--- src/aff_fifo.sv ---
// Small register queue used on both sides of the inverse engine.
module aff_fifo #(
  parameter type         T     = logic,
  parameter int unsigned DEPTH = 2
) (
  input  logic clk_i,
  input  logic rst_ni,
  input  T     data_i,
  input  logic push_i,
  output logic full_o,
  output T     data_o,
  input  logic pop_i,
  output logic empty_o
);

  localparam int unsigned PTR_W = (DEPTH > 1) ? $clog2(DEPTH) : 1;
  localparam int unsigned CNT_W = $clog2(DEPTH + 1);

  T                 mem_q [DEPTH];
  logic [PTR_W-1:0] wr_ptr_q, rd_ptr_q;
  logic [CNT_W-1:0] count_q;
  logic             do_push, do_pop;

  assign full_o  = (count_q == CNT_W'(DEPTH));
  assign empty_o = (count_q == '0);
  assign do_push = push_i && !full_o;
  assign do_pop  = pop_i && !empty_o;
  assign data_o  = mem_q[rd_ptr_q];

  // pointers and fill count
  always_ff @(posedge clk_i or negedge rst_ni) begin
    if (!rst_ni) begin
      wr_ptr_q <= '0;
      rd_ptr_q <= '0;
      count_q  <= '0;
    end else begin
      if (do_push) begin
        wr_ptr_q <= (wr_ptr_q == PTR_W'(DEPTH - 1)) ? '0 : wr_ptr_q + 1'b1;
      end
      if (do_pop) begin
        rd_ptr_q <= (rd_ptr_q == PTR_W'(DEPTH - 1)) ? '0 : rd_ptr_q + 1'b1;
      end
      if (do_push && !do_pop) begin
        count_q <= count_q + 1'b1;
      end else if (do_pop && !do_push) begin
        count_q <= count_q - 1'b1;
      end
    end
  end

  // storage
  always_ff @(posedge clk_i) begin
    if (do_push) begin
      mem_q[wr_ptr_q] <= data_i;
    end
  end

endmodule

--- config.mk ---
export PLATFORM = sky130hd
export DESIGN_NAME = aff_fifo
export DESIGN_NICKNAME = d
export VERILOG_FILES = /design/src/aff_fifo.sv
export SDC_FILE = /design/constraint.sdc
export NUM_CORES = 1
export LEC_CHECK = 0
export BUFFER_PORTS_ARGS = -buffer_cell sky130_fd_sc_hd__buf_2
export CAP_MARGIN = 20
export CORE_AREA = 8 8 45 47
export DETAILED_ROUTE_END_ITERATION = 16
export DIE_AREA = 0 0 53 55
export SYNTH_ARGS = -nofsm -noshare
export SYNTH_HDL_FRONTEND = slang
export SYNTH_SLANG_ARGS = --single-unit
--- constraint.sdc ---
create_clock -name clk_i -period 1.3 [get_ports clk_i]
set_input_delay 0.26 -clock clk_i [delete_from_list [all_inputs] [get_ports clk_i]]
set_output_delay 0.26 -clock clk_i [all_outputs]
set_load 0.01 [all_outputs]
; ---- Yosys cells after proc, flatten, opt, wreduce, memory -nomap -nowiden
; Memories as Yosys holds them, arrays and structs flattened.
; Index checks and enable logic that the tools add are counted.
[classes]
n_addsub = 4
n_eq_ne = 1
mux = 6
reduce_logical = 10
[ops]
columns = op, count
row1 = $logic_and 1x1->1, 4
row2 = $logic_not 1->1, 4
row3 = $mux 1, 4
row4 = $mux 2, 2
row5 = $add 1x1->1 const B, 2
row6 = $add 2x1->2 const B, 1
row7 = $eq 2x2->1 const B, 1
row8 = $logic_not 2->1, 1
row9 = $reduce_bool 2->1, 1
row10 = $sub 2x1->2 const B, 1
[word_totals]
register_bits = 4
mem_bits_rw = 2
input_bits = 5
output_inout_bits = 3
elab_cells = 25
mem_count = 1
[mem_list]
columns = memory, words, word_bits, read_ports, rd_clocked_by_memory_dff, wr, line
row1 = mem_q, 2, 1, 1, 0, 1, 19  ; T mem_q [DEPTH];

; ---- Depth between registers and ports, before layout
; Gate-level depths: netlist of run 1.
[depth]
depth_word = 7
mapped_depth = 7
ltp_nobuf = 7

; ---- Worst setup path after synthesis of run 1
; No wires, ideal clock.
[synth_path]
kind = reg2reg
from = register count_q[0]
to = register count_q[1]
setup_ns = 0.079
arrival_ns = 1.282
required_time_ns = 1.221
slack_ns = -0.061
stages_incl_launch_ff = 7
n_path_buf = 0
period_less_slack_ns = 1.361
path_cell_list = dfrtp_1 nand2b_1 nand2_1 inv_1 ha_1 nor2_1 xor2_1
[synth_via]
elab_chain_len = 6
word_cells_on_any_way = 15
cone_classes = add/sub (2) / eq/ne (1) / mux (2) / reduce/logical (10)
[synth_rtl]
columns = element, line
row1 = start: declaration, 21  ; logic [CNT_W-1:0] count_q;
row2 = start signal: assignment, 44  ; count_q <= count_q + 1'b1;
row3 = start signal: assignment, 46  ; count_q <= count_q - 1'b1;
row4 = $eq 2x2->1 / $logic_not 2->1 (equally long branches), "24, 25"
row5 = $logic_not 1->1 (on tied branches), "26, 27"
row6 = $logic_and 1x1->1 (on tied branches), "26, 27"
row7 = $logic_not 1->1 (on tied branches), "45, 43"
row8 = $logic_and 1x1->1 (on tied branches), "45, 43"
row9 = $reduce_bool 2->1 (no source line) / $mux 2 (equally long branches), -
; Parallel ways exist; a longest one is shown, timed or not. The select of a mux whose other input is x is not followed.
; A chain may end at the register's enable or synchronous reset.

; ---- Worst setup path in the final report of run 1
[layout_path]
from = register rd_ptr_q
to = output port data_o
[layout_via]
elab_chain_len = 1
[layout_rtl]
columns = element, line
row1 = start: declaration, 20  ; logic [PTR_W-1:0] wr_ptr_q, rd_ptr_q;
row2 = start signal: assignment, 41  ; rd_ptr_q <= (rd_ptr_q == PTR_W'(DEPTH - 1)) ? '0 : rd_ptr_q + 1'b1;
row3 = $mem_v2 2x1, -
row4 = end: declaration, 11  ; output T data_o,
; No other way between the ends.

==> metrics.cfg, run 1 <==
[outcome]
status = finished, violations left
failed_checks = negative setup slack

[global_route]
overflow = 0
grt_pass1_vias = 205
grt_antenna_before_repair = 0
grt_max_degree = 5
grt_usage_pct = 4.72
grt_pass1_wl_um = 834

[die]
core_area_um2 = 1380
rows = 14
dieHeight_um = 55
start_util_pct = 19.3
die_x_um = 53
io-pin-count = 8
die-area_um2 = 2920

[sta]
final.setup.tns_ps = -24.9
worst_slack_ps = -24.9
rsz0062_at_grt = yes
finalMaxSlewViolations = 0
hold_viol = 0
fin_crit_sh_pct = 102
period_needed_ps = 1320
finClkSkew_ps = 0.209
finalSetupViolCount = 1
max_slew_margin_pct = 91.7
tightest_slew_ps = 124
fmax_ghz = 0.755

[critical_path]
path_cells = mux2_4 -> buf_6
timing.rr.end = count_q[1]
path_delay_family = flip-flops
crit_path_top_delay_cell = dfrtp_1
cpPeakStageDelay_ps = 390
path_class = flop to output pin
cp_max_fo = 2
cp_num_cells = 2
arrival_ps = 1060
reg2reg_from = count_q[0]
rrSetupSlack_ps = 10
reg2reg_depth = 6
worst-path-buf-inv = 1
end_kind = output pin
critical_path.startpoint_type = flop
cp_data_required_time_ps = 1040

[min_path]
hp-class = input pin to flop
min_path_cells = 1
hp-start = data_i
whs_endpoint = mem_q[1]

[cells_and_area]
final_cell_count_no_fill = 55
finalInstanceArea_um2 = 435
multiInputGateArea_um2 = 128
seq_area_um2 = 161
drive_above_1_share_pct = 59.0
nets = 46
synthToLayoutAreaGrowth_pct = 62.6
nFillCells = 149
diodes = 0
fin_util_pct = 31.5

[yosys]
yosysSeqAreaShare_pct = 59.8
syn_inst = 22
synth.area.mux_share_pct = 4.21
avgSynthCellArea_um2 = 12.2
synth_seq_cells = 6
synth_fp_nets = 28
yosys_warnings = 0
synth_top_family_by_area = XOR/XNOR gates
mappedNetlistArea_um2 = 268
synth_compound_area_share_pct = 1.87
synth_cell_types = 12
synthXorXnorAreaFrac_pct = 16.4
synthAdderAreaFrac_pct = 4.67
synth_simple_gate_area_share_pct = 10.3

[power]
power_frac_clock_pct = 17.9
vdd_drop_max_uv = 420
swShare_pct = 33.0
p_int_mw = 0.717
p_switching_mw = 0.353
p_comb_share_pct = 48.4
power_frac_seq_pct = 33.7
p_leak_nw = 0.211
power_density_nw_per_um2 = 2460

[clock_tree]
cts-root-buf = clkbuf_4
cts_buffer_depth = 2
numCtsBuffers = 3
cts.sinks = 6
cts.clk_slew.worst_paths_ps = 50
cts_tree = built
h-tree-depth = 1
clock_latency_ps = 250

[detailed_routing]
drtIter0Drc = 3
via_per_inst = 3.69
drc = 0
drtPass1Iterations = 2
ant_nets = 0
totalWireLength_um = 535
wl_per_cell_um = 9.73
via_count = 203

[placed_design]
pre_cts_slack_ps = 26.5
io_buffers = 7
dpl_cell_area_um2 = 370
dp_hpwl_um = 417
gp_congestion = 0.705
post-place-cells = 49

[run]
drv_cap = 0

==> Yosys cell counts <==
master	number	share of area [%]
and3_1	1	2.3
dfrtp_1	4	37
mux2_2	1	4.2
nand2b_1	1	2.3
xnor2_1	3	9.8
o21ai_1	1	1.9
inv_1	2	2.8
xor2_1	2	6.5
nor2_1	3	4.2
nand2_1	1	1.4
ha_1	1	4.7
edfxtp_1	2	22
==> power by group through the flow <==
stage          clock network (mW)  logic [mW]  registers (mW)
6_report                    0.191       0.518           0.361
5_1_grt                     0.210       0.570           0.370
4_1_cts                     0.196       0.510           0.354
3_5_place_dp                    0       0.443           0.353
3_3_place_gp                    0       0.441           0.349
2_1_floorplan                   0       0.274           0.354
==> flip-flops by register name, summed over array words and instances, names as in the netlist <==
signal and count:
count_q 2, mem_q 2, rd_ptr_q 1, wr_ptr_q 1
==> cells in the final DEF (no fill, tap or decap) <==
master	instances
inv_1	1
nor2_2	1
dfrtp_1	3
and3_1	1
clkbuf_1	1
xor2_1	2
buf_4	4
buf_6	2
o21ai_2	1
mux2_4	1
clkbuf_4	3
buf_2	6
dfrtp_2	1
nand2b_4	1
xnor2_1	3
edfxtp_1	2
nand2_4	1
inv_2	1
ha_2	1
dlygate4sd3_1	1
nor2_1	2
==> cells by family after synthesis <==
family          count (synthesis)
compound gates                  1
xor+xnor                        5
fa+ha+maj                       1
buf+inv                         2
flops                           6
mux                             1
simple gates                    6
==> how the worst max path moves through the flow <==
stage,start,end,slack (ps)
floorplan,count_q[0],count_q[1],8
CTS,rd_ptr_q,data_o,-30
detailed placement,count_q[1],count_q[1],30
finish,rd_ptr_q,data_o,-20
global placement,count_q[1],count_q[1],10
global route,rd_ptr_q,data_o,-50
==> through the flow <==
stage | hold slack, ps | power, mW
after floorplan | -35.6 | 0.627
after global placement | 71.6 | 0.791
after detailed placement | 73.2 | 0.796
after CTS | 205 | 1.06
after global routing | 204 | 1.15
final | 209 | 1.07
==> timing repair <==
item,in CTS,in global routing
buffers inserted,1,0
pin swaps,0,2
endpoints found under the hold margin,4,0
hold buffers,1,0
resized for setup,3,4
setup endpoints to repair,2,3
==> final cells by class <==
type	instances	share of cell area, %
clock buffers	4	6.03
well taps	16	4.60
repair buffers	13	21.3
flip-flops and latches	6	37.1
inverters	2	1.72
multi-input cells	14	29.3
==> per-layer routing <==
metal,vias to the layer above,share of wire [%],global-route usage [%]
li1,105,-,-
met1,90,38,3.08
met2,6,50,6.64
met3,2,8.0,2.14
met4,0,3.9,10.3
met5,-,0,0
Power figures use the tool's default switching activity.
==> inputs of run 2 (changes only) <==
--- a/config.mk
+++ b/config.mk
@@ -7,9 +7,12 @@
 export LEC_CHECK = 0
 export BUFFER_PORTS_ARGS = -buffer_cell sky130_fd_sc_hd__buf_2
 export CAP_MARGIN = 20
+export CELL_PAD_IN_SITES_DETAIL_PLACEMENT = 0
+export CELL_PAD_IN_SITES_GLOBAL_PLACEMENT = 2
 export CORE_AREA = 8 8 45 47
 export DETAILED_ROUTE_END_ITERATION = 16
 export DIE_AREA = 0 0 53 55
+export PLACE_DENSITY_LB_ADDON = 0.1
 export SYNTH_ARGS = -nofsm -noshare
 export SYNTH_HDL_FRONTEND = slang
 export SYNTH_SLANG_ARGS = --single-unit
==> run 2 against run 1 <==
  * The run still ends with negative setup slack left
  * Register-to-register slack hardly changed
  * Setup slack worse by 14 ps
  * Sequential cell count unchanged
  * Clock power hardly changed
  * Critical path depth unchanged
  * Wire length up 10%
  * Fmax down 1.0%
  * First-iteration DRC count unchanged
  * Sequential share of layout area fell by 0.53 points
  * Critical path type unchanged
  * Largest power group unchanged
==> metrics.cfg, run 2 (same netlist as run 1, synthesis figures left out) <==
[clock_tree]
cts_tree = built
cts-root-buf = clkbuf_4
numCtsBuffers = 3
clock_latency_ps = 240
cts.sinks = 6
cts.clk_slew.worst_paths_ps = 50
h-tree-depth = 1
cts_buffer_depth = 2
post_cts_buffers = 0

[critical_path]
cp_data_required_time_ps = 1040
end_kind = output pin
cp_max_fo = 2
worst-path-buf-inv = 1
path_delay_family = flip-flops
crit_path_start = rd_ptr_q
crit_path_top_delay_cell = dfrtp_1
reg2reg_from = count_q[1]
critical_path.startpoint_type = flop
path_cells = mux2_4 -> buf_6
arrival_ps = 1080
cpPeakStageDelay_ps = 400
path_class = flop to output pin

[sta]
rsz0062_at_grt = yes
fin_crit_sh_pct = 103
hold_viol = 0
finalSetupViolCount = 1
fmax_ghz = 0.747
finalMaxSlewViolations = 0
worst_slack_ps = -38.7
period_needed_ps = 1340
final.setup.tns_ps = -38.7
max_slew_margin_pct = 87.3
tightest_slew_ps = 190
finClkSkew_ps = 2.97
timing.hold.ws_ps = 210

[cells_and_area]
layout_commonest_cell = buf_2
nets = 45
top_regs = count_q: 2 flops, mem_q: 2 flops
final_cell_count_no_fill = 54
synthToLayoutAreaGrowth_pct = 65.0
diodes = 0
drive_above_1_share_pct = 55.3

[power]
power_frac_clock_pct = 17.3
swShare_pct = 33.2
power_density_nw_per_um2 = 2450
vdd_drop_max_uv = 651
p_comb_share_pct = 48.8
p_int_mw = 0.724
power_frac_seq_pct = 33.9
p_switching_mw = 0.360
p_leak_nw = 0.210
total_power_mw = 1.08

[die]
start_util_pct = 19.3
dieHeight_um = 55
die-area_um2 = 2920
die_x_um = 53
rows = 14
core_area_um2 = 1380
io-pin-count = 8

[outcome]
failed_checks = negative setup slack
status = finished, violations left

[detailed_routing]
drc = 0
wl_per_cell_um = 10.9
ant_nets = 0
totalWireLength_um = 591
via_per_inst = 3.80
drtPass1Iterations = 2
via_count = 205
drtIter0Drc = 3

[global_route]
grt_usage_pct = 5.38
grt_antenna_before_repair = 0
overflow = 0
grt_max_degree = 5
grt_pass1_vias = 240
grt_pass1_wl_um = 1010

[placed_design]
post-place-cells = 49
gp_congestion = 0.701
io_buffers = 7
dp_hpwl_um = 470

[min_path]
hp-class = input pin to flop
hp-start = data_i

[run]
drv_cap = 0

## run 2: changes by cell type in the layout (fill, tap and decap cells not counted), sizes merged
| cell | previous run | this run |
|---|---|---|
| buf | 12 | 11 |
## run 2: layout make-up
type | count | area [um^2]
clock buffers | 4 | 26.3
fillers | 145 | 942
inverters | 2 | 7.51
multi-input cells | 14 | 135
flip-flops and latches | 6 | 161
well taps | 16 | 20.0
repair buffers | 12 | 91.3
## run 2: worst register-to-register path, delay by kind of cell (launching register included)
kind,cells,cell delay (ps)
xor gates and xnor gates,2,290
DFF,1,440
AOI/OAI and AO/OA,1,220
and+or+nand+nor,1,60
adders and majority gates,1,160
## run 2: worst paths after layout
path	to	slack, ps	cells past startpoint
max reg2reg	count_q[1]	20	5
min	mem_q[1]	210	1
max	data_o	-40	2
max in group asynchronous	count_q[1]	810	2
min reg2reg	wr_ptr_q	500	1
min in group asynchronous	rd_ptr_q	350	2
## run 2: layer usage
layer  track usage [%]  routed length, um
met5                 0                  0
met4              9.05                 16
met2              7.81                313
met1              4.15                208
met3              2.67                 53
## run 2: power by group through the flow
stage | Sequential (mW) | Combinational (mW) | Clock (mW)
after CTS | 0.365 | 0.521 | 0.196
final | 0.367 | 0.529 | 0.188
after detailed placement | 0.353 | 0.454 | 0
after global placement | 0.345 | 0.446 | 0
after global routing | 0.376 | 0.580 | 0.213
after floorplan | 0.354 | 0.274 | 0
## run 2: stage by stage
stage               worst slack, ps  utilization (%)  instance area (um^2)
finish                        -38.7             31.9                   442
global placement               10.4             26.8                   370
CTS                           -46.2             31.5                   435
global route                  -60.0             31.9                   442
floorplan                      8.25                -                   285
detailed placement            -2.43             26.8                   370
## run 2: what timing repair did
action | in CTS | in global routing
resized for setup | 7 | 1
hold endpoints to repair | 4 | 0
setup endpoints to repair | 3 | 4
hold buffers | 1 | 0
cloned | 0 | 0
pin swaps | 2 | 0
==> inputs of run 3 (changes only) <==
==> constraint.sdc (replaced) <==
create_clock -name clk_i -period 1.7 [get_ports clk_i]
set_input_delay 0.34 -clock clk_i [delete_from_list [all_inputs] [get_ports clk_i]]
set_output_delay 0.34 -clock clk_i [all_outputs]
set_load 0.01 [all_outputs]
==> run 3 against run 2 <==
  * The flow now finishes without violations
  * Die area unchanged
  * Largest cell class unchanged
  * Total power decreased by 38%
  * Critical endpoint is now count_q[1]
  * First-iteration DRC count increased to 3.0 times the previous value
  * Register-to-register slack improved by 180 ps
  * Critical path depth increased by 5
  * Wire length decreased by 7.1%
==> metrics.cfg, run 3 (same netlist as run 1, synthesis figures left out) <==
[outcome]
status = finished, final reports clean

[critical_path]
timing.rr.end = count_q[1]
end_kind = flop
path_class = flop to flop
arrival_ps = 1670
crit_path_start = count_q[0]
crit_path_top_delay_cell = dfrtp_1
setup.worst_path.end = count_q[1]
cp_num_cells = 7
cp_data_required_time_ps = 1870
path_common_cell = xor2_1
worst-path-buf-inv = 1
reg2reg_from = count_q[0]
critical_path.startpoint_type = flop
path_cells = nand2b_1 -> nand2_1 -> inv_1 -> ha_1 -> xor2_1 -> nor2_1 -> xor2_1
path_delay_family = simple AND/OR/NAND/NOR gates
cp_max_fo = 5
cpPeakStageDelay_ps = 420
reg2reg_depth = 7
rrSetupSlack_ps = 200

[sta]
finClkSkew_ps = 6.90
finalSetupViolCount = 0
max_slew_margin_pct = 86.3
fmax_ghz = 0.666
final.setup.tns_ps = 0
fin_crit_sh_pct = 88.3
hold_viol = 0
period_needed_ps = 1500
tightest_slew_ps = 204
finalMaxSlewViolations = 0
rsz0062_at_grt = no

[placed_design]
gp_congestion = 0.689
io_buffers = 7

[cells_and_area]
most-common-layout-cells = 7 x buf_2, 4 x dfrtp_1, 3 x nor2_1, 3 x xnor2_1, 3 x clkbuf_4
diodes = 0
top_regs = count_q: 2 flops, mem_q: 2 flops
synthToLayoutAreaGrowth_pct = 34.1
nets = 41
nFillCells = 157
layout_commonest_cell = buf_2
drive_above_1_share_pct = 32.4

[power]
power_density_nw_per_um2 = 1860
p_int_mw = 0.435
swShare_pct = 34.8
vdd_drop_max_uv = 383
total_power_mw = 0.667
p_comb_share_pct = 36.8
p_leak_nw = 0.174
power_frac_seq_pct = 41.3
power_frac_clock_pct = 21.9
p_switching_mw = 0.232

[clock_tree]
postCtsHoldBufs = 1
post_cts_buffers = 0
cts-root-buf = clkbuf_4
cts_tree = built
numCtsBuffers = 3
cts.clk_slew.worst_paths_ps = 50
clock_latency_ps = 250
h-tree-depth = 1
cts.sinks = 6
cts_buffer_depth = 2
cts_resized = 0

[die]
core_area_um2 = 1380
dieHeight_um = 55
die_x_um = 53
io-pin-count = 8
start_util_pct = 19.3
die-area_um2 = 2920
rows = 14

[global_route]
grt_usage_pct = 4.83
grt_pass1_wl_um = 883
grt_max_degree = 6
grt_pass1_vias = 205
grt_antenna_before_repair = 0
overflow = 0

[detailed_routing]
ant_nets = 0
drtPass1Iterations = 4
drtIter0Drc = 9
via_count = 192
drc = 0
totalWireLength_um = 549
via_per_inst = 3.84
wl_per_cell_um = 11.0

[min_path]
hp-start = data_i
hp-class = input pin to flop

[run]
drv_cap = 0

## run 3: cell count changes in the layout (fill, tap and decap cells not counted), sizes merged
cell,change
buf,-4
## run 3: power groups by stage
stage / clock (mW) / sequential, mW / combinational [mW]
5_1_grt: 0.162 / 0.284 / 0.279
4_1_cts: 0.153 / 0.275 / 0.254
3_3_place_gp: 0 / 0.275 / 0.248
2_1_floorplan: 0 / 0.263 / 0.184
6_report: 0.146 / 0.275 / 0.246
3_5_place_dp: 0 / 0.277 / 0.248
## run 3: layout make-up
cell class	instances	area [um^2]	area share, %
sequential	6	160	44.6
clock buffer	4	26.3	7.32
inverter	2	7.51	2.09
tap	16	20.0	5.57
multi-input combinational	14	100	27.9
timing repair buffer	8	45.0	12.5
## run 3: per-stage QoR
step | instance area (um^2) | hold WS [ps] | instances | worst slack [ps] | utilization, %
6_report | 359 | 282 | 50 | 199 | 25.9
5_1_grt | 359 | 274 | 50 | 91.5 | 25.9
4_1_cts | 359 | 272 | 50 | 167 | 25.9
3_5_place_dp | 323 | 158 | 45 | 190 | 23.3
3_3_place_gp | 323 | 159 | 45 | 240 | 23.3
2_1_floorplan | 268 | 44.4 | 22 | 339 | -
## run 3: per-layer routing
layer | vias to the layer above | GRT usage [%] | routed length [um]
met2 | 4 | 5.27 | 256
li1 | 96 | - | -
met4 | 0 | 7.76 | 0
met1 | 92 | 4.77 | 257
met5 | - | 0 | 0
met3 | 0 | 3.21 | 35
## run 3: how the worst min path moves through the flow
stage,endpoint,cells after the start
6_report,mem_q[1],1
5_1_grt,mem_q[1],1
4_1_cts,mem_q[1],1
3_5_place_dp,rd_ptr_q,1
3_3_place_gp,rd_ptr_q,1
2_1_floorplan,count_q[0],0
